File: src/hw/rtl/sbrp_pkg.sv
// Shared types and constants for the STUN binding response parser.
// No dependencies; imported by sbrp_core and stun_binding_response_parser.
package sbrp_pkg;

  // Bytes beyond this position within a datagram are not parsed.
  localparam int MAX_DATAGRAM_BYTES = 1024;
  localparam int POS_W = $clog2(MAX_DATAGRAM_BYTES + 1);

  // Body offsets need one bit beyond the 16-bit length field.
  localparam int OFF_W = 17;

  // Message and attribute constants.
  localparam logic [15:0] TYPE_SUCCESS    = 16'h0101;
  localparam logic [31:0] MAGIC_COOKIE    = 32'h2112_A442;
  localparam logic [15:0] ATTR_MAPPED     = 16'h0001;
  localparam logic [15:0] ATTR_XOR_MAPPED = 16'h0020;
  localparam logic [7:0]  FAMILY_V4       = 8'h01;

  // Configuration register indexes.
  localparam logic CFG_TXID_UPPER = 1'b0;
  localparam logic CFG_TXID_LOWER = 1'b1;

  // One parse result, produced with the final byte of a datagram.
  typedef struct packed {
    logic        found;
    logic [15:0] port;
    logic [31:0] address;
  } sbrp_result_t;

endpackage

File: src/hw/rtl/stun_binding_response_parser.sv
// Latency: the result is valid in the cycle after the final byte is accepted.
// Throughput: one datagram byte per cycle; a byte is taken while a result waits
// unless the result register is full and not being drained this cycle.
// Reset (rst_n low, synchronous) clears the parse state, the result valid flag
// and both transaction ID registers. Depends on sbrp_pkg and sbrp_core.
module stun_binding_response_parser (
  input  logic        clk,
  input  logic        rst_n,
  // Datagram byte stream.
  input  logic        in_tvalid,
  output logic        in_tready,
  input  logic [7:0]  in_tdata,   // [7:0] data_byte
  input  logic        in_tlast,   // last_byte
  // Parse results.
  output logic        out_tvalid,
  input  logic        out_tready,
  output logic [47:0] out_tdata,  // [15:0] public_port, [47:16] mapped IPv4 address
  output logic        out_tuser,  // found
  // Configuration writes.
  input  logic        cfg_we,
  input  logic        cfg_index,
  input  logic [63:0] cfg_wdata
);
  import sbrp_pkg::*;

  logic [31:0]  txid_upper_r;
  logic [63:0]  txid_lower_r;
  logic         out_valid_r;
  sbrp_result_t out_res_r;
  sbrp_result_t step_res;
  logic         in_take;

  // Accept a byte whenever the result register is empty or draining.
  assign in_tready = !out_valid_r || out_tready;
  assign in_take   = in_tvalid && in_tready;

  sbrp_core u_core (
    .clk        (clk),
    .rst_n      (rst_n),
    .take       (in_take),
    .data_byte  (in_tdata),
    .last_byte  (in_tlast),
    .txid_upper (txid_upper_r),
    .txid_lower (txid_lower_r),
    .result     (step_res)
  );

  // Transaction ID registers.
  always_ff @(posedge clk) begin
    if (!rst_n) begin
      txid_upper_r <= '0;
      txid_lower_r <= '0;
    end else if (cfg_we) begin
      unique case (cfg_index)
        CFG_TXID_UPPER: txid_upper_r <= cfg_wdata[31:0];
        CFG_TXID_LOWER: txid_lower_r <= cfg_wdata;
        default: ;
      endcase
    end
  end

  // Result register, loaded with the final byte of each datagram.
  always_ff @(posedge clk) begin
    if (!rst_n) begin
      out_valid_r <= 1'b0;
    end else if (in_take && in_tlast) begin
      out_valid_r <= 1'b1;
    end else if (out_tready) begin
      out_valid_r <= 1'b0;
    end
  end

  always_ff @(posedge clk) begin
    if (in_take && in_tlast) begin
      out_res_r <= step_res;
    end
  end

  assign out_tvalid = out_valid_r;
  assign out_tuser  = out_res_r.found;
  assign out_tdata  = {out_res_r.address, out_res_r.port};

endmodule

File: src/hw/rtl/sbrp_core.sv
// Per-byte parse state and next-state logic for the STUN binding response parser.
// Depends on sbrp_pkg for constants and the result struct.
module sbrp_core (
  input  logic                  clk,
  input  logic                  rst_n,
  input  logic                  take,
  input  logic [7:0]            data_byte,
  input  logic                  last_byte,
  input  logic [31:0]           txid_upper,
  input  logic [63:0]           txid_lower,
  output sbrp_pkg::sbrp_result_t result
);
  import sbrp_pkg::*;

  typedef enum logic [1:0] {ST_RUNNING, ST_FAILED, ST_MATCHED} status_t;

  // Header length, header byte positions where a field completes, and the parse cap.
  localparam logic [POS_W-1:0] HDR_BYTES  = POS_W'(20);
  localparam logic [POS_W-1:0] POS_TYPE   = POS_W'(1);
  localparam logic [POS_W-1:0] POS_LENGTH = POS_W'(3);
  localparam logic [POS_W-1:0] POS_COOKIE = POS_W'(7);
  localparam logic [POS_W-1:0] POS_TXID0  = POS_W'(11);
  localparam logic [POS_W-1:0] POS_TXID1  = POS_W'(15);
  localparam logic [POS_W-1:0] POS_TXID2  = POS_W'(19);
  localparam logic [POS_W-1:0] POS_CAP    = POS_W'(MAX_DATAGRAM_BYTES);

  logic [POS_W-1:0] pos_r, pos_nxt;
  logic [31:0]      hdr_r, hdr_nxt;
  logic [15:0]      decl_len_r, decl_len_nxt;
  logic [OFF_W-1:0] attr_off_r, attr_off_nxt;
  logic [15:0]      attr_type_r, attr_type_nxt;
  logic [15:0]      attr_len_r, attr_len_nxt;
  logic [63:0]      window_r, window_nxt;
  status_t          status_r, status_nxt;
  logic [15:0]      port_r, port_nxt;
  logic [31:0]      addr_r, addr_nxt;

  logic [31:0]      shifted;
  logic [OFF_W-1:0] body;
  logic [OFF_W-1:0] rel;
  logic [OFF_W-1:0] val_idx;
  logic             in_padding;
  logic             attr_hdr_done;
  logic             do_finish;

  // Inputs of the attribute-finish logic.
  logic [15:0]      f_type;
  logic [15:0]      f_len;
  logic [63:0]      f_win;
  logic             f_is_xor;
  logic             f_match;
  logic [OFF_W-1:0] f_len_pad;
  logic [OFF_W:0]   f_next_off;
  logic [OFF_W:0]   overrun_end;

  // Position bookkeeping for the body walk.
  always_comb begin
    shifted     = {hdr_r[23:0], data_byte};
    body        = OFF_W'(pos_r - HDR_BYTES);
    in_padding  = body < attr_off_r;
    rel         = body - attr_off_r;
    val_idx     = rel - OFF_W'(4);
    overrun_end = {1'b0, attr_off_r} + (OFF_W + 1)'(4) + (OFF_W + 1)'(shifted[15:0]);
  end

  // Attribute-finish logic, fed either by a fresh zero-length header or the registers.
  // The value window includes the byte arriving now.
  always_comb begin
    attr_hdr_done = (pos_r >= HDR_BYTES) && !in_padding && (rel == OFF_W'(3));
    if (attr_hdr_done) begin
      f_type = shifted[31:16];
      f_len  = shifted[15:0];
      f_win  = '0;
    end else begin
      f_type = attr_type_r;
      f_len  = attr_len_r;
      f_win  = (val_idx < OFF_W'(8)) ? {window_r[55:0], data_byte} : window_r;
    end
    f_is_xor   = f_type == ATTR_XOR_MAPPED;
    f_match    = (f_is_xor || (f_type == ATTR_MAPPED)) && (f_len >= 16'd8) &&
                 (f_win[55:48] == FAMILY_V4);
    f_len_pad  = ({1'b0, f_len} + OFF_W'(3)) & ~OFF_W'(3);
    f_next_off = {1'b0, attr_off_r} + (OFF_W + 1)'(4) + {1'b0, f_len_pad};
  end

  // Next-state logic for one accepted byte.
  always_comb begin
    pos_nxt       = pos_r;
    hdr_nxt       = hdr_r;
    decl_len_nxt  = decl_len_r;
    attr_off_nxt  = attr_off_r;
    attr_type_nxt = attr_type_r;
    attr_len_nxt  = attr_len_r;
    window_nxt    = window_r;
    status_nxt    = status_r;
    port_nxt      = port_r;
    addr_nxt      = addr_r;
    do_finish     = 1'b0;

    if (pos_r != POS_CAP) begin
      pos_nxt = pos_r + POS_W'(1);
      if (status_r == ST_RUNNING) begin
        if (pos_r < HDR_BYTES) begin
          // Fixed header: type, length, cookie and transaction ID.
          hdr_nxt = shifted;
          case (pos_r)
            POS_TYPE:   if (shifted[15:0] != TYPE_SUCCESS) status_nxt = ST_FAILED;
            POS_LENGTH: decl_len_nxt = shifted[15:0];
            POS_COOKIE: if (shifted != MAGIC_COOKIE) status_nxt = ST_FAILED;
            POS_TXID0:  if (shifted != txid_upper) status_nxt = ST_FAILED;
            POS_TXID1:  if (shifted != txid_lower[63:32]) status_nxt = ST_FAILED;
            POS_TXID2: begin
              if (shifted != txid_lower[31:0]) begin
                status_nxt = ST_FAILED;
              end else if (decl_len_r < 16'd4) begin
                status_nxt = ST_FAILED;
              end
            end
            default: ;
          endcase
        end else if (!in_padding) begin
          if (rel < OFF_W'(4)) begin
            // Attribute header: type then length.
            hdr_nxt = shifted;
            if (attr_hdr_done) begin
              attr_type_nxt = shifted[31:16];
              attr_len_nxt  = shifted[15:0];
              window_nxt    = '0;
              if (overrun_end > (OFF_W + 1)'(decl_len_r)) begin
                status_nxt = ST_FAILED;
              end else if (shifted[15:0] == 16'd0) begin
                do_finish = 1'b1;
              end
            end
          end else begin
            // Attribute value: keep the first eight bytes.
            if (val_idx < OFF_W'(8)) window_nxt = {window_r[55:0], data_byte};
            if ((val_idx + OFF_W'(1)) == OFF_W'(attr_len_r)) do_finish = 1'b1;
          end
        end
      end
    end

    // Close the current attribute: latch a match or step to the next one.
    if (do_finish) begin
      if (f_match) begin
        port_nxt   = f_win[47:32] ^ (f_is_xor ? MAGIC_COOKIE[31:16] : 16'h0000);
        addr_nxt   = f_win[31:0] ^ (f_is_xor ? MAGIC_COOKIE : 32'h0000_0000);
        status_nxt = ST_MATCHED;
      end else begin
        attr_off_nxt = f_next_off[OFF_W-1:0];
        if ((f_next_off + (OFF_W + 1)'(4)) > (OFF_W + 1)'(decl_len_r)) begin
          status_nxt = ST_FAILED;
        end
      end
    end
  end

  // Result seen after this byte; meaningful with the final byte.
  always_comb begin
    result.found   = status_nxt == ST_MATCHED;
    result.port    = result.found ? port_nxt : 16'h0000;
    result.address = result.found ? addr_nxt : 32'h0000_0000;
  end

  // State registers; the final byte of a datagram returns them to reset.
  always_ff @(posedge clk) begin
    if (!rst_n || (take && last_byte)) begin
      pos_r       <= '0;
      hdr_r       <= '0;
      decl_len_r  <= '0;
      attr_off_r  <= '0;
      attr_type_r <= '0;
      attr_len_r  <= '0;
      window_r    <= '0;
      status_r    <= ST_RUNNING;
      port_r      <= '0;
      addr_r      <= '0;
    end else if (take) begin
      pos_r       <= pos_nxt;
      hdr_r       <= hdr_nxt;
      decl_len_r  <= decl_len_nxt;
      attr_off_r  <= attr_off_nxt;
      attr_type_r <= attr_type_nxt;
      attr_len_r  <= attr_len_nxt;
      window_r    <= window_nxt;
      status_r    <= status_nxt;
      port_r      <= port_nxt;
      addr_r      <= addr_nxt;
    end
  end

endmodule
File: config.mk
export PLATFORM = sky130hd
export DESIGN_NAME = stun_binding_response_parser
export DESIGN_NICKNAME = d
export VERILOG_FILES = /design/src/hw/rtl/sbrp_pkg.sv /design/src/hw/rtl/stun_binding_response_parser.sv /design/src/hw/rtl/sbrp_core.sv
export SDC_FILE = /design/constraint.sdc
export NUM_CORES = 1
export LEC_CHECK = 0
export BUFFER_PORTS_ARGS = -buffer_cell sky130_fd_sc_hd__buf_2
export CORE_MARGIN = 1.5
export CORE_UTILIZATION = 46
export CTS_BUF_LIST = sky130_fd_sc_hd__clkbuf_16
export DETAILED_ROUTE_END_ITERATION = 10
export GPL_TIMING_DRIVEN = 0
export PLACE_DENSITY = 0.73
export SLEW_MARGIN = 20
export SYNTH_ARGS = -nofsm -noshare
export SYNTH_HDL_FRONTEND = slang
export SYNTH_SLANG_ARGS = --single-unit
File: constraint.sdc
create_clock -name clk -period 10.6 [get_ports clk]
set_input_delay 3.18 -clock clk [delete_from_list [all_inputs] [get_ports clk]]
set_output_delay 3.18 -clock clk [all_outputs]
set_load 0.02 [all_outputs]
==> reports/summary.md, run 1 <==
The run finished with clean final reports. The initial antenna violation count was 0. The worst setup path is captured at a flop. Of all nets on the critical path, the largest fanout is 10. The run gives 0.002901 W as the overall power after layout.

After detailed routing, the number of vias per cell comes to 5.896. The via count of the first global-routing pass came out at 18957. The tools report the buffer type at the clock tree root as sky130_fd_sc_hd__clkbuf_16. The critical path contains buffers and inverters numbering 5 combined.

The class of the tightest hold or removal check is flop to flop. The tools report the number of top-level pins as 130. The number of inserted diodes is 0, and the critical path data required time is 11.07 ns. The number of slew-limit violations in the final report is 0. Derived from the worst setup path, the maximum achievable clock frequency is 100.6 MHz. The worst setup slack after placement was 0.6133 ns; the worst hold slack was 0.4543 ns. The area growth from synthesis to layout is 12.45%. The average footprint of a synthesized cell is 8.193 um2. The destination of the worst register-to-register timing path is u_core.status_r[0]$_SDFFE_PP0P_. Summed over all layers, the routed wires come to 67.67 mm. Counting tap cells, the placed design contains a total of 3270 instances. Measured along the y axis, the die boundary spans 216.1 um. The ratio of cells with drive above 1 in the final layout is 0.09455.

The port buffer count came out at 128. The run gives 0.2840 as the total routing usage reported by global routing. In this run the most critical hold path is launched from u_core.attr_type_r[14]$_SDFFE_PP0P_. Counting instances in the post-synthesis netlist gives the leading cell types as sky130_fd_sc_hd__nand2_1, sky130_fd_sc_hd__dfxtp_1, sky130_fd_sc_hd__nor2_1. Summing every instance area after synthesis gives 20890 um2. In this design, the stage delay of the slowest critical-path cell is 0.56 ns. Number of synthesized register bits: 350. Cell accounting for the most synthesized area: sky130_fd_sc_hd__dfxtp_1. Summed over all nets, the half-perimeter wirelength after detailed placement is 50.66 mm.

The sequential fraction of the synthesis area was 0.3590. Clock-pin slew was measured on the worst setup and hold paths at 0.06 ns. The tightest slew margin relative to the limit came out at 0.2689. For the worst setup path, the data arrival time is 10.40 ns. The count of standard-cell rows came out at 77.

Flip-flop cell with the highest count after synthesis: sky130_fd_sc_hd__dfxtp_1. For this run the aggregate overflow at the end of global routing stands at 0. For the maximum number of pins on one net before global-route repair, the log shows 40. By area the synthesized netlist is led by sky130_fd_sc_hd__dfxtp_1, sky130_fd_sc_hd__nand2_1, sky130_fd_sc_hd__edfxtp_1, sky130_fd_sc_hd__xnor2_1, sky130_fd_sc_hd__ha_1.

The portion of synthesized cell area occupied by the leading cell type came out at 0.2885. The area of the core is 44510 um2. After the first detailed-routing iteration, the DRC count stood at 1930.

The floorplan step defined a die boundary enclosing 46690 um2. The maximum ir drop on the vdd rail was 0.1146 mV; the total via count in the routed design was 19704. Synthesis produced a netlist with a net count of 2717. On the final layout, the worst clock skew is 0.01961 ns. The clock insertion delay at the later pin of the skew report was 0.57 ns.

The die width came out at 216.1 um. The congestion estimate from routability-driven global placement came to 0.9692. The number of routed nets with antenna violations is 0.

The critical path is of the flop to flop type. Counting distinct cell types in the post-synthesis netlist gives 84. The power density over cell area is 123.5 nW/um2, and the setup TNS is 0 ns. The family with the most delay on the worst path was compound AO/OA/AOI/OAI gates.

The worst hold path passes through 2 cells. The launch instance of the worst register-to-register path is u_core.pos_r[3]$_SDFFE_PP0P_. The DRC violations left came out at 0. Setup violations remaining at the end of the flow were counted as 0. The first-pass iteration count of the detailed router was 6; the depth of the worst register-to-register path was 39. The share of flip-flops with an asynchronous set or reset is 0, and the number of clock sinks seen by CTS is 350. The worst min-delay path endpoint was u_core.attr_type_r[14]$_SDFFE_PP0P_. After layout, the worst setup slack is 0.6627 ns.

The tools report the static power due to leakage as 8.950 nW. The first global-routing pass estimated 104.5 mm of wire. The tools report the level count of the clock H-tree as 2. The tools report the final hold violation count as 0. The tool flagged a number of max-cap violations equal to 0.

Buffers inserted during clock tree synthesis total 40. In this run the deepest clock path goes through 3 buffers. The final layout contains 2888 nets.

The worst setup path is launched from a flop. After layout, the minimum clock period comes to 9.937 ns. Synthesized instance count: 2549. The effective utilization at floorplan is 0.4692. The most repeated cell in the gate-level netlist after synthesis is sky130_fd_sc_hd__nand2_1. For the setup slack on the worst flop-to-flop path, the log shows 0.66 ns.

Setup repair after global routing left no endpoint under its margin. The finished layout holds 3342 standard cells, fillers aside. TritonCTS built the clock tree. The share of the clock period used by the worst path was 0.9375; the number of synthesis warnings was 0.

Among all stages on the critical path, the largest delay is contributed by sky130_fd_sc_hd__nor4b_4. The wire length per cell works out to 20.25 um. The number of flops mapped to enable cells by yosys is 49, and the worst-margin pin slew is 1.097 ns.
-- where the power goes --
group	switching, W	internal [W]	total, W
clock	0.000577	0.000712	0.00129
sequential	0.0000178	0.00137	0.00139
combinational	0.000147	0.0000780	0.000225
total	0.000742	0.00216	0.00290
-- cell usage in the layout, fill, tap and decap left out, types with 19 or more instances in the layout --
cell type	count
sky130_fd_sc_hd__nand2_1	408
sky130_fd_sc_hd__dfxtp_1	301
sky130_fd_sc_hd__nor2_1	198
sky130_fd_sc_hd__o21ai_0	154
sky130_fd_sc_hd__clkbuf_1	153
sky130_fd_sc_hd__xnor2_1	151
sky130_fd_sc_hd__a21oi_1	147
sky130_fd_sc_hd__buf_2	136
sky130_fd_sc_hd__a21boi_0	101
sky130_fd_sc_hd__ha_1	86
sky130_fd_sc_hd__xor2_1	82
sky130_fd_sc_hd__inv_1	76
sky130_fd_sc_hd__a22oi_1	59
sky130_fd_sc_hd__mux2i_1	59
sky130_fd_sc_hd__or3_1	57
sky130_fd_sc_hd__nand4_1	51
sky130_fd_sc_hd__edfxtp_1	49
sky130_fd_sc_hd__nand3_1	48
sky130_fd_sc_hd__clkbuf_16	40
sky130_fd_sc_hd__nor4_1	37
sky130_fd_sc_hd__nor3_1	35
sky130_fd_sc_hd__mux2_2	35
sky130_fd_sc_hd__and3_1	28
sky130_fd_sc_hd__a21o_1	19
-- worst min-delay path: stages (launching register included) --
cell and delay [ns]:
sky130_fd_sc_hd__dfxtp_1 0.31, sky130_fd_sc_hd__nand2_1 0.05, sky130_fd_sc_hd__a21oi_1 0.05
-- area by class of cell --
class | instances | area (um2)
buffer | 182 | 758.2
clock inverter | 32 | 185.2
multi-input combinational | 1950 | 12390
clock buffer | 40 | 1001
timing repair buffer | 129 | 660.6
sequential | 350 | 7497
fill | 4187 | 21030
inverter | 67 | 251.5
tap | 592 | 740.7
-- registers in the layout (all words and copies together), names as in the netlist --
signal and flops:
u_core.addr_r 32, u_core.pos_r 11, u_core.status_r 2, out_tuser 1, u_core.attr_off_r 15, u_core.decl_len_r 16, txid_upper_r 32, out_tdata 48
u_core.hdr_r 24, txid_lower_r 64, u_core.window_r 56, u_core.attr_len_r 16, u_core.port_r 16, u_core.attr_type_r 16, out_tvalid 1
-- per-layer routing --
layer  vias up  track usage  part of all wire
met4         0       0.1338             0.047
met1      9330       0.3632              0.41
met5         -            0                 0
met3       192      0.04056             0.077
li1       9261            -                 -
met2       921       0.4720              0.46
-- metrics by stage --
stage	cell area (um2)	utilization
2_1_floorplan	20890	-
3_5_place_dp	22290	0.5007
3_3_place_gp	22270	0.5003
4_1_cts	23470	0.5274
5_1_grt	23490	0.5276
6_report	23490	0.5276
-- what timing repair did --
item / in CTS / in global routing
hold buffers: 0 / 0
gates resized for setup: 0 / 4
setup buffers: 0 / 0
endpoints found under the setup margin: 0 / 1
-- logic make-up after synthesis --
family                   synth area share
AND/OR/NAND/NOR                    0.2099
AO/OA/AOI/OAI                      0.1818
flip-flops                         0.3590
buffers and inverters             0.04829
XOR/XNOR                          0.09957
multiplexers                      0.04715
adder cells (fa/ha/maj)           0.05440
-- worst max-delay path by stage --
stage | startpoint | end | slack, ns | cells past startpoint
floorplan | u_core.pos_r[2]$_SDFFE_PP0P_ | u_core.status_r[0]$_SDFFE_PP0P_ | 2.62 | 39
global placement | in_tdata[3] | out_tdata[7]$_SDFFCE_PP0P_ | 0.79 | 28
detailed placement | u_core.pos_r[2]$_SDFFE_PP0P_ | u_core.status_r[0]$_SDFFE_PP0P_ | 0.61 | 39
CTS | u_core.pos_r[2]$_SDFFE_PP0P_ | u_core.status_r[0]$_SDFFE_PP0P_ | 0.52 | 39
global route | u_core.pos_r[3]$_SDFFE_PP0P_ | u_core.status_r[0]$_SDFFE_PP0P_ | 0.19 | 39
finish | u_core.pos_r[3]$_SDFFE_PP0P_ | u_core.status_r[0]$_SDFFE_PP0P_ | 0.66 | 39
Power figures use the tool's default switching activity.
==> run 2: changes to the inputs <==
--- a/config.mk
+++ b/config.mk
@@ -6,12 +6,14 @@
 export NUM_CORES = 1
 export LEC_CHECK = 0
 export BUFFER_PORTS_ARGS = -buffer_cell sky130_fd_sc_hd__buf_2
+export CELL_PAD_IN_SITES_DETAIL_PLACEMENT = 1
+export CELL_PAD_IN_SITES_GLOBAL_PLACEMENT = 2
 export CORE_MARGIN = 1.5
-export CORE_UTILIZATION = 46
+export CORE_UTILIZATION = 38
 export CTS_BUF_LIST = sky130_fd_sc_hd__clkbuf_16
 export DETAILED_ROUTE_END_ITERATION = 10
 export GPL_TIMING_DRIVEN = 0
-export PLACE_DENSITY = 0.73
+export PLACE_DENSITY = 0.92
 export SLEW_MARGIN = 20
 export SYNTH_ARGS = -nofsm -noshare
 export SYNTH_HDL_FRONTEND = slang
==> run 2 against run 1 <==
Effect of this change: sequential share of layout area fell by 0.21 points; combinational power rose by 3%; die area rose by 21%; non-clock buffer count fell by 1; fmax rose by 2.5%; clock power rose by 3%; sequential power barely moved; cell count rose by 2.9%; core utilization fell by 9.0 points; global-route usage fell by 1.6 points; highest routed layer is now met5.
==> reports/summary.md, run 2 (same netlist as run 1, synthesis figures left out) <==
The tools report the tightest slew margin relative to the limit as 0.2323. The largest fanout on the critical path came out at 19. Once detail routing completed, the nets flagged for antenna violations numbered 0. The minimum period implied by the final worst setup slack came out at 9.699 ns. The share of the clock period used by the worst path was 0.9150; the arrival time at the worst endpoint was 10.17 ns. The later pin in the worst-skew pair is clocked with a latency of 0.58 ns.

The via count normalized by instance count works out to 5.677. Grouping stages by cell kind, the critical path spends the most delay in compound AO/OA/AOI/OAI gates. The first TritonRoute pass finished after 5 iterations.

For the via count of the first global-routing pass, the log shows 20154. The class of the tightest hold or removal check is flop to flop. The run gives 56380 um2 as the total die area. The tightest hold path in the finished design has a slack of 0.4556 ns. The final hold violation count is 0, and the worst path buffer plus inverter count is 4. The number of slew-limit violations in the final report is 0, and the wire length of the first global-routing pass is 117.3 mm. The run finished with clean final reports.

The clock edge transition at the registers on the reported setup and hold paths came out at 0.06 ns. The ratio of cells with drive above 1 in the final layout is 0.09402, and the number of filler instances in the final layout is 6583. The setup clock skew after layout is 0.03023 ns. TritonCTS built the clock tree. From synthesis to final layout, the design area changed by 13.19%.

The largest incremental delay on the critical path was 0.48 ns. The maximum ir drop on the vdd rail is 0.08268 mV. The static power due to leakage is 8.982 nW. The level count of the clock H-tree came out at 2.

Summed over all layers, the global routing overflow is 0. For the total via count in the routed design, the log shows 19529. The maximum clock path buffer count is 3, and the die width is 237.4 um. The wire length per cell is 22.23 um, and the worst-margin pin slew is 1.147 ns. For this run, the post-layout net count is 2888. Setup repair after global routing left no endpoint under its margin. Setup TNS: 0 ns. The startpoint identified for the worst register-to-register timing path is u_core.pos_r[2]$_SDFFE_PP0P_. For this run, the top clock speed supported by timing is 103.1 MHz. The tools report the buffer type at the clock tree root as sky130_fd_sc_hd__clkbuf_16. In this run the count of I/O pins placed on the die edge is 130. Start point of the worst hold path: u_core.attr_type_r[10]$_SDFFE_PP0P_. The initial antenna violation count was 1; the power density over cell area was 124.7 nW/um2. Input and output buffers added on the ports amount to 128. The number of gates resized after CTS is 0. For the placer congestion estimate, the log shows 0.9112.

The slowest stage of the critical path belongs to the cell sky130_fd_sc_hd__nor4b_4. The total routing usage reported by global routing came out at 0.2677. The tools report the number of DRC markers after the initial detailed-route iteration as 1553. Once the clock tree was built, the setup fixing pass inserted 0 buffers. The vertical extent of the die came out at 237.4 um. Buffers inserted to repair hold after CTS numbered 0. The launch point of the critical path was u_core.pos_r[2]$_SDFFE_PP0P_.

The run gives 58.98 mm as the post-detailed-placement half-perimeter wirelength. For the effective utilization at floorplan, the log shows 0.3866. Entering global routing, the biggest net connects 37 pins. Leaving out fill and tap cells, the most frequent cells in the layout are sky130_fd_sc_hd__nand2_1, sky130_fd_sc_hd__dfxtp_1, sky130_fd_sc_hd__nor2_1, sky130_fd_sc_hd__o21ai_0, sky130_fd_sc_hd__clkbuf_1.

For the number of inserted diodes, the log shows 0. The worst setup path is launched from a flop. The sum of routed wire length over all layers was 76.47 mm. Leaving out fill and tap cells, the most frequent cell in the layout is sky130_fd_sc_hd__nand2_1. For this design, the sink count on the clock tree is 350. STA classifies the critical path endpoint as a flop.

The register with the highest flop count was txid_lower_r. Setup violations remaining at the end of the flow were counted as 0. The area of the core is 54030 um2, and the DRC violations left is 0. The clock buffer count from CTS was 41. The class of the most critical setup path is flop to flop.

Row generation in the floorplan step produced 85 rows. Number of flip-flops in the largest register: 64. The tool flagged a number of max-cap violations equal to 0. The tools report the critical path data required time as 11.07 ns.
-- run 2: changes by cell type in the layout (fill, tap and decap cells not counted), moves of 2 or more --
cell                         previous run  this run
sky130_fd_sc_hd__clkinvlp_4             2         0
sky130_fd_sc_hd__clkinv_1              10         4
sky130_fd_sc_hd__inv_1                 76        80
sky130_fd_sc_hd__clkinv_2               5         3
sky130_fd_sc_hd__clkbuf_16             40        43
-- run 2: layout make-up --
cell class | instances | area [um2] | share of cell area
tap | 696 | 870.8 | 0.03684
buffer | 181 | 754.5 | 0.03192
timing repair buffer | 129 | 660.6 | 0.02795
clock buffer | 43 | 1076 | 0.04552
sequential | 350 | 7497 | 0.3172
clock inverter | 24 | 132.6 | 0.005611
inverter | 67 | 251.5 | 0.01064
multi-input combinational | 1950 | 12400 | 0.5244
-- run 2: path summary, 6_finish.rpt --
check,slack [ns],to,depth (start not counted)
max,0.90,u_core.status_r[0]$_SDFFE_PP0P_,39
min,0.46,u_core.attr_type_r[10]$_SDFFE_PP0P_,2
max reg2reg,0.90,u_core.status_r[0]$_SDFFE_PP0P_,39
min reg2reg,0.46,u_core.attr_type_r[10]$_SDFFE_PP0P_,2
-- run 2: power breakdown --
group,internal (W),switching (W)
Clock,0.000749,0.000581
Combinational,0.0000783,0.000152
Sequential,0.00137,0.0000188
Total,0.00220,0.000752
-- run 2: through the flow --
stage                     power [W]  cell area (um2)  worst slack (ns)  utilization  instances
after floorplan            0.001547            20890             2.616            -       2549
after global placement     0.001635            22400            0.4990       0.4145       3373
after detailed placement   0.001644            22420            0.2563       0.4149       3374
after CTS                  0.002961            23630            0.2098       0.4373       3441
after global routing       0.003030            23640            0.1749       0.4375       3440
final                      0.002949            23640            0.9009       0.4375       3440
-- run 2: worst register-to-register path: cells and delay by family (launching register included) --
family / cells / cell delay, ns
compound gates: 16 / 3.62
xor+xnor: 1 / 0.17
fa+ha+maj: 4 / 1.14
buf+inv: 4 / 1.15
flops: 1 / 0.45
simple gates: 14 / 3.09
-- run 2: routing by layer --
layer / part of all wire / track usage / up-vias
met5: 0.00018 / 0 / -
met4: 0.031 / 0.08435 / 2
met3: 0.051 / 0.03263 / 116
met2: 0.47 / 0.4473 / 562
met1: 0.45 / 0.3595 / 9626
li1: - / - / 9223
==> run 3: changes to the inputs <==
--- a/config.mk
+++ b/config.mk
@@ -13,8 +13,9 @@
 export CTS_BUF_LIST = sky130_fd_sc_hd__clkbuf_16
 export DETAILED_ROUTE_END_ITERATION = 10
 export GPL_TIMING_DRIVEN = 0
-export PLACE_DENSITY = 0.92
+export PLACE_DENSITY = 0.91
 export SLEW_MARGIN = 20
 export SYNTH_ARGS = -nofsm -noshare
 export SYNTH_HDL_FRONTEND = slang
+export SYNTH_HIERARCHICAL = 1
 export SYNTH_SLANG_ARGS = --single-unit
==> run 3 against run 2 <==
Effect of this change: highest routed layer is now met4; cell count down 0.32%; register-to-register slack worse by 0.24 ns; largest power group unchanged; clock power barely moved; count of clock-buffer cells in the layout is 2 lower.
==> reports/summary.md, run 3 <==
The commonest cells after synthesis are sky130_fd_sc_hd__nand2_1, sky130_fd_sc_hd__dfxtp_1, sky130_fd_sc_hd__nor2_1. Of all cell types, the one taking the most synthesized area is sky130_fd_sc_hd__dfxtp_1. Adding up every negative setup slack in the final design gives 0 ns.

The run gives 0.58 ns as the clock insertion delay at the later pin of the skew report. At the pin with the least slew margin, the transition time is 1.067 ns. Leaving out fill and tap cells, the most frequent cell in the layout is sky130_fd_sc_hd__nand2_1. The die width works out to 238.5 um.

The class of the most critical setup path was input port to flop. Yosys attributes the largest share of cell area to sky130_fd_sc_hd__dfxtp_1, sky130_fd_sc_hd__mux2i_1, sky130_fd_sc_hd__edfxtp_1, sky130_fd_sc_hd__nand2_1, sky130_fd_sc_hd__xnor2_1. The logs give 0 for the initial antenna violation count and 56890 um2 for the total die area. Before antenna repair, the detailed router went through 5 iterations. The share of the clock period used by the worst path is 0.9518, and the multi-input logic area is 12670 um2. The share of flip-flops with an asynchronous set or reset was 0; the layout overhead on the synthesized area was 14.17%.

Counting every sink on the clock net gives 350. The number of slew-limit violations in the final report came out at 0. In this run the worst hold path is classified as flop to flop.

STA puts the critical path data required time at 10.92 ns. Power spread over the standard cell area amounts to 124.0 nW/um2. The largest incremental delay on the critical path is 0.76 ns, and the synthesized instance count is 2481.

The number of synthesis warnings was 6; the max-cap violation count was 0. Dividing the synthesized area by the synthesized cell count gives 8.496 um2. The total area inside the core boundary comes to 54990 um2. The setup clock skew after layout is 0.03026 ns, and the clock edge transition at the registers on the reported setup and hold paths is 0.06 ns. After detailed routing, the average wire length per cell comes to 20.70 um. The register with the most flip-flops in the final layout is txid_lower_r.

The tools report the tightest slew margin relative to the limit as 0.2883. The first global-routing pass estimated 109.9 mm of wire. After layout, the minimum clock period comes to 10.09 ns. Summed over all cells, the static leakage comes to 9.375 nW. For the total nets after synthesis, the log shows 2649.

Leaving out fill and tap cells, the most frequent cells in the layout are sky130_fd_sc_hd__nand2_1, sky130_fd_sc_hd__dfxtp_1, sky130_fd_sc_hd__nor2_1, sky130_fd_sc_hd__mux2i_1, sky130_fd_sc_hd__buf_2. The number of flip-flops in the largest register works out to 64. The flip-flop cell with the highest count after synthesis was sky130_fd_sc_hd__dfxtp_1. In the post-route analysis, the smallest setup slack over all paths is 0.5108 ns.

After synthesis the netlist holds a flip-flop and latch count of 350. For this run the aggregate overflow at the end of global routing stands at 0. Summed over all layers, the routed wires come to 71.00 mm.

The arrival time at the worst endpoint was 10.40 ns. The run gives 19345 as the via count of the first global-routing pass. TritonCTS built the clock tree. The sequential fraction of the synthesis area is 0.3557, and the DRC violations left is 0.

Setup violations remaining at the end of the flow were counted as 0. The number of flops mapped to enable cells by yosys is 49. The logs give 86 for the count of standard-cell rows and 24060 um2 for the final design instance area without fill.

In this run the count of I/O pins placed on the die edge is 130. The tree is rooted in a sky130_fd_sc_hd__clkbuf_16. The portion of synthesized cell area occupied by the leading cell type is 0.2859.

The total routing usage reported by global routing was 0.2465; the final hold violation count was 0. The logs give 6593 for the number of filler instances in the final layout and 3 for the maximum clock path buffer count. For the post-detailed-placement half-perimeter wirelength, the log shows 54.68 mm.

Of all nets on the critical path, the largest fanout is 10. The run gives 0 as the number of routed nets with antenna violations. For this block, the initial DRC count from the detailed router was 960. The vertical extent of the die is 238.5 um, and the number of buffers inserted for hold repair after clock tree synthesis is 0.

Entering global routing, the biggest net connects 31 pins. The number of inserted diodes came out at 0. The via count normalized by instance count works out to 5.436.

The flow ran to the end, and the final reports show no timing, DRC or antenna violations. Clock tree synthesis inserted a total of 40 buffers. The worst setup path is launched from an input port. Buffers placed on the I/O ports in this run total 127. The final layout contains 2818 nets.

Timing analysis after detailed placement gives a worst setup slack of -1.283 ns. The mapped netlist covers 21080 um2. The slowest stage of the critical path belongs to the cell sky130_fd_sc_hd__clkbuf_1.

Among all cell types in the netlist, the one instantiated most often is sky130_fd_sc_hd__nand2_1. The ratio of cells with drive above 1 in the final layout is 0.1048. Setup repair after global routing left no endpoint under its margin. The effective utilization at floorplan was 0.3833. The H-tree was split into 2 levels. Across the whole layout, storage elements account for 7497 um2. STA classifies the critical path endpoint as a flop. The placer congestion estimate was 0.9131; the total via count in the routed design was 18641. For the post-route core utilization, the log shows 0.4377. Timing-limited maximum frequency: 99.12 MHz. After synthesis, the netlist uses 86 different library cells. IR analysis of the VDD net gives a maximum drop of 0.1007 mV. Summing all placed instances gives a cell area of 22680 um2.
[run 3: area by class of cell]
cell class              instances  share of cell area
plain buffers                 156             0.03234
clock buffers                  41             0.04263
clock inverters                32            0.009255
inverters                      68             0.01061
multi-input cells            1903              0.5265
flip-flops and latches        350              0.3115
well taps                     748             0.03889
repair buffers                131             0.02818
[run 3: where the power goes]
group	switching [W]	total (W)	leakage, nW	internal (W)
sequential	0.0000212	0.00140	2.87	0.00137
clock	0.000590	0.00135	0.653	0.000755
combinational	0.000157	0.000242	5.85	0.0000848
total	0.000768	0.00298	9.37	0.00221
[run 3: critical path, delay by kind of cell]
family	cells	cell delay, ns
XOR/XNOR	3	0.70
AND/OR/NAND/NOR	9	1.51
buffers and inverters	5	1.42
AO/OA/AOI/OAI	10	2.91
adder cells (fa/ha/maj)	2	0.67
[run 3: cells by family (layout without fill, tap and decap cells)]
| group | after synthesis | count (layout) | share of synthesized area |
|---|---|---|---|
| fa+ha+maj | 89 | 89 | 0.05390 |
| mux | 271 | 271 | 0.1288 |
| xor+xnor | 244 | 244 | 0.1021 |
| buf+inv | 228 | 428 | 0.04897 |
| flops | 350 | 350 | 0.3557 |
| simple gates | 946 | 946 | 0.2036 |
| compound gates | 353 | 353 | 0.1070 |
[run 3: metal layers]
metal,global-route usage,share of wire,vias up
met5,0,0,-
met4,0.08343,0.033,0
met3,0.02725,0.038,130
met2,0.4306,0.49,374
met1,0.3149,0.44,9213
li1,-,-,8924
[run 3: through the flow]
| step | hold WS, ns | cells | total power [W] |
|---|---|---|---|
| final | 0.4537 | 3429 | 0.002983 |
| after global placement | 0.4391 | 3356 | 0.001654 |
| after detailed placement | 0.4486 | 3357 | 0.001664 |
| after CTS | 0.4551 | 3429 | 0.003005 |
| after floorplan | 0.4271 | 2481 | 0.001570 |
| after global routing | 0.4673 | 3429 | 0.003084 |
[run 3: what timing repair did]
action | 4_1_cts | 5_1_grt
pin swaps | 0 | 1
setup buffers | 0 | 3
resized for setup | 11 | 26
setup endpoints to repair | 50 | 50
[run 3: path summary, 6_finish.rpt]
| path | startpoint | end | slack [ns] | cells after the start |
|---|---|---|---|---|
| worst max-delay path | in_tdata[2] | out_tdata[46]$_DFFE_PP_ | 0.51 | 29 |
| worst max register to register | u_core/pos_r[5]$_SDFFE_PP0P_ | out_tdata[46]$_DFFE_PP_ | 0.66 | 38 |
| worst min register to register | u_core/attr_type_r[12]$_SDFFE_PP0P_ | u_core/attr_type_r[12]$_SDFFE_PP0P_ | 0.45 | 2 |
| worst min-delay path | u_core/attr_type_r[12]$_SDFFE_PP0P_ | u_core/attr_type_r[12]$_SDFFE_PP0P_ | 0.45 | 2 |
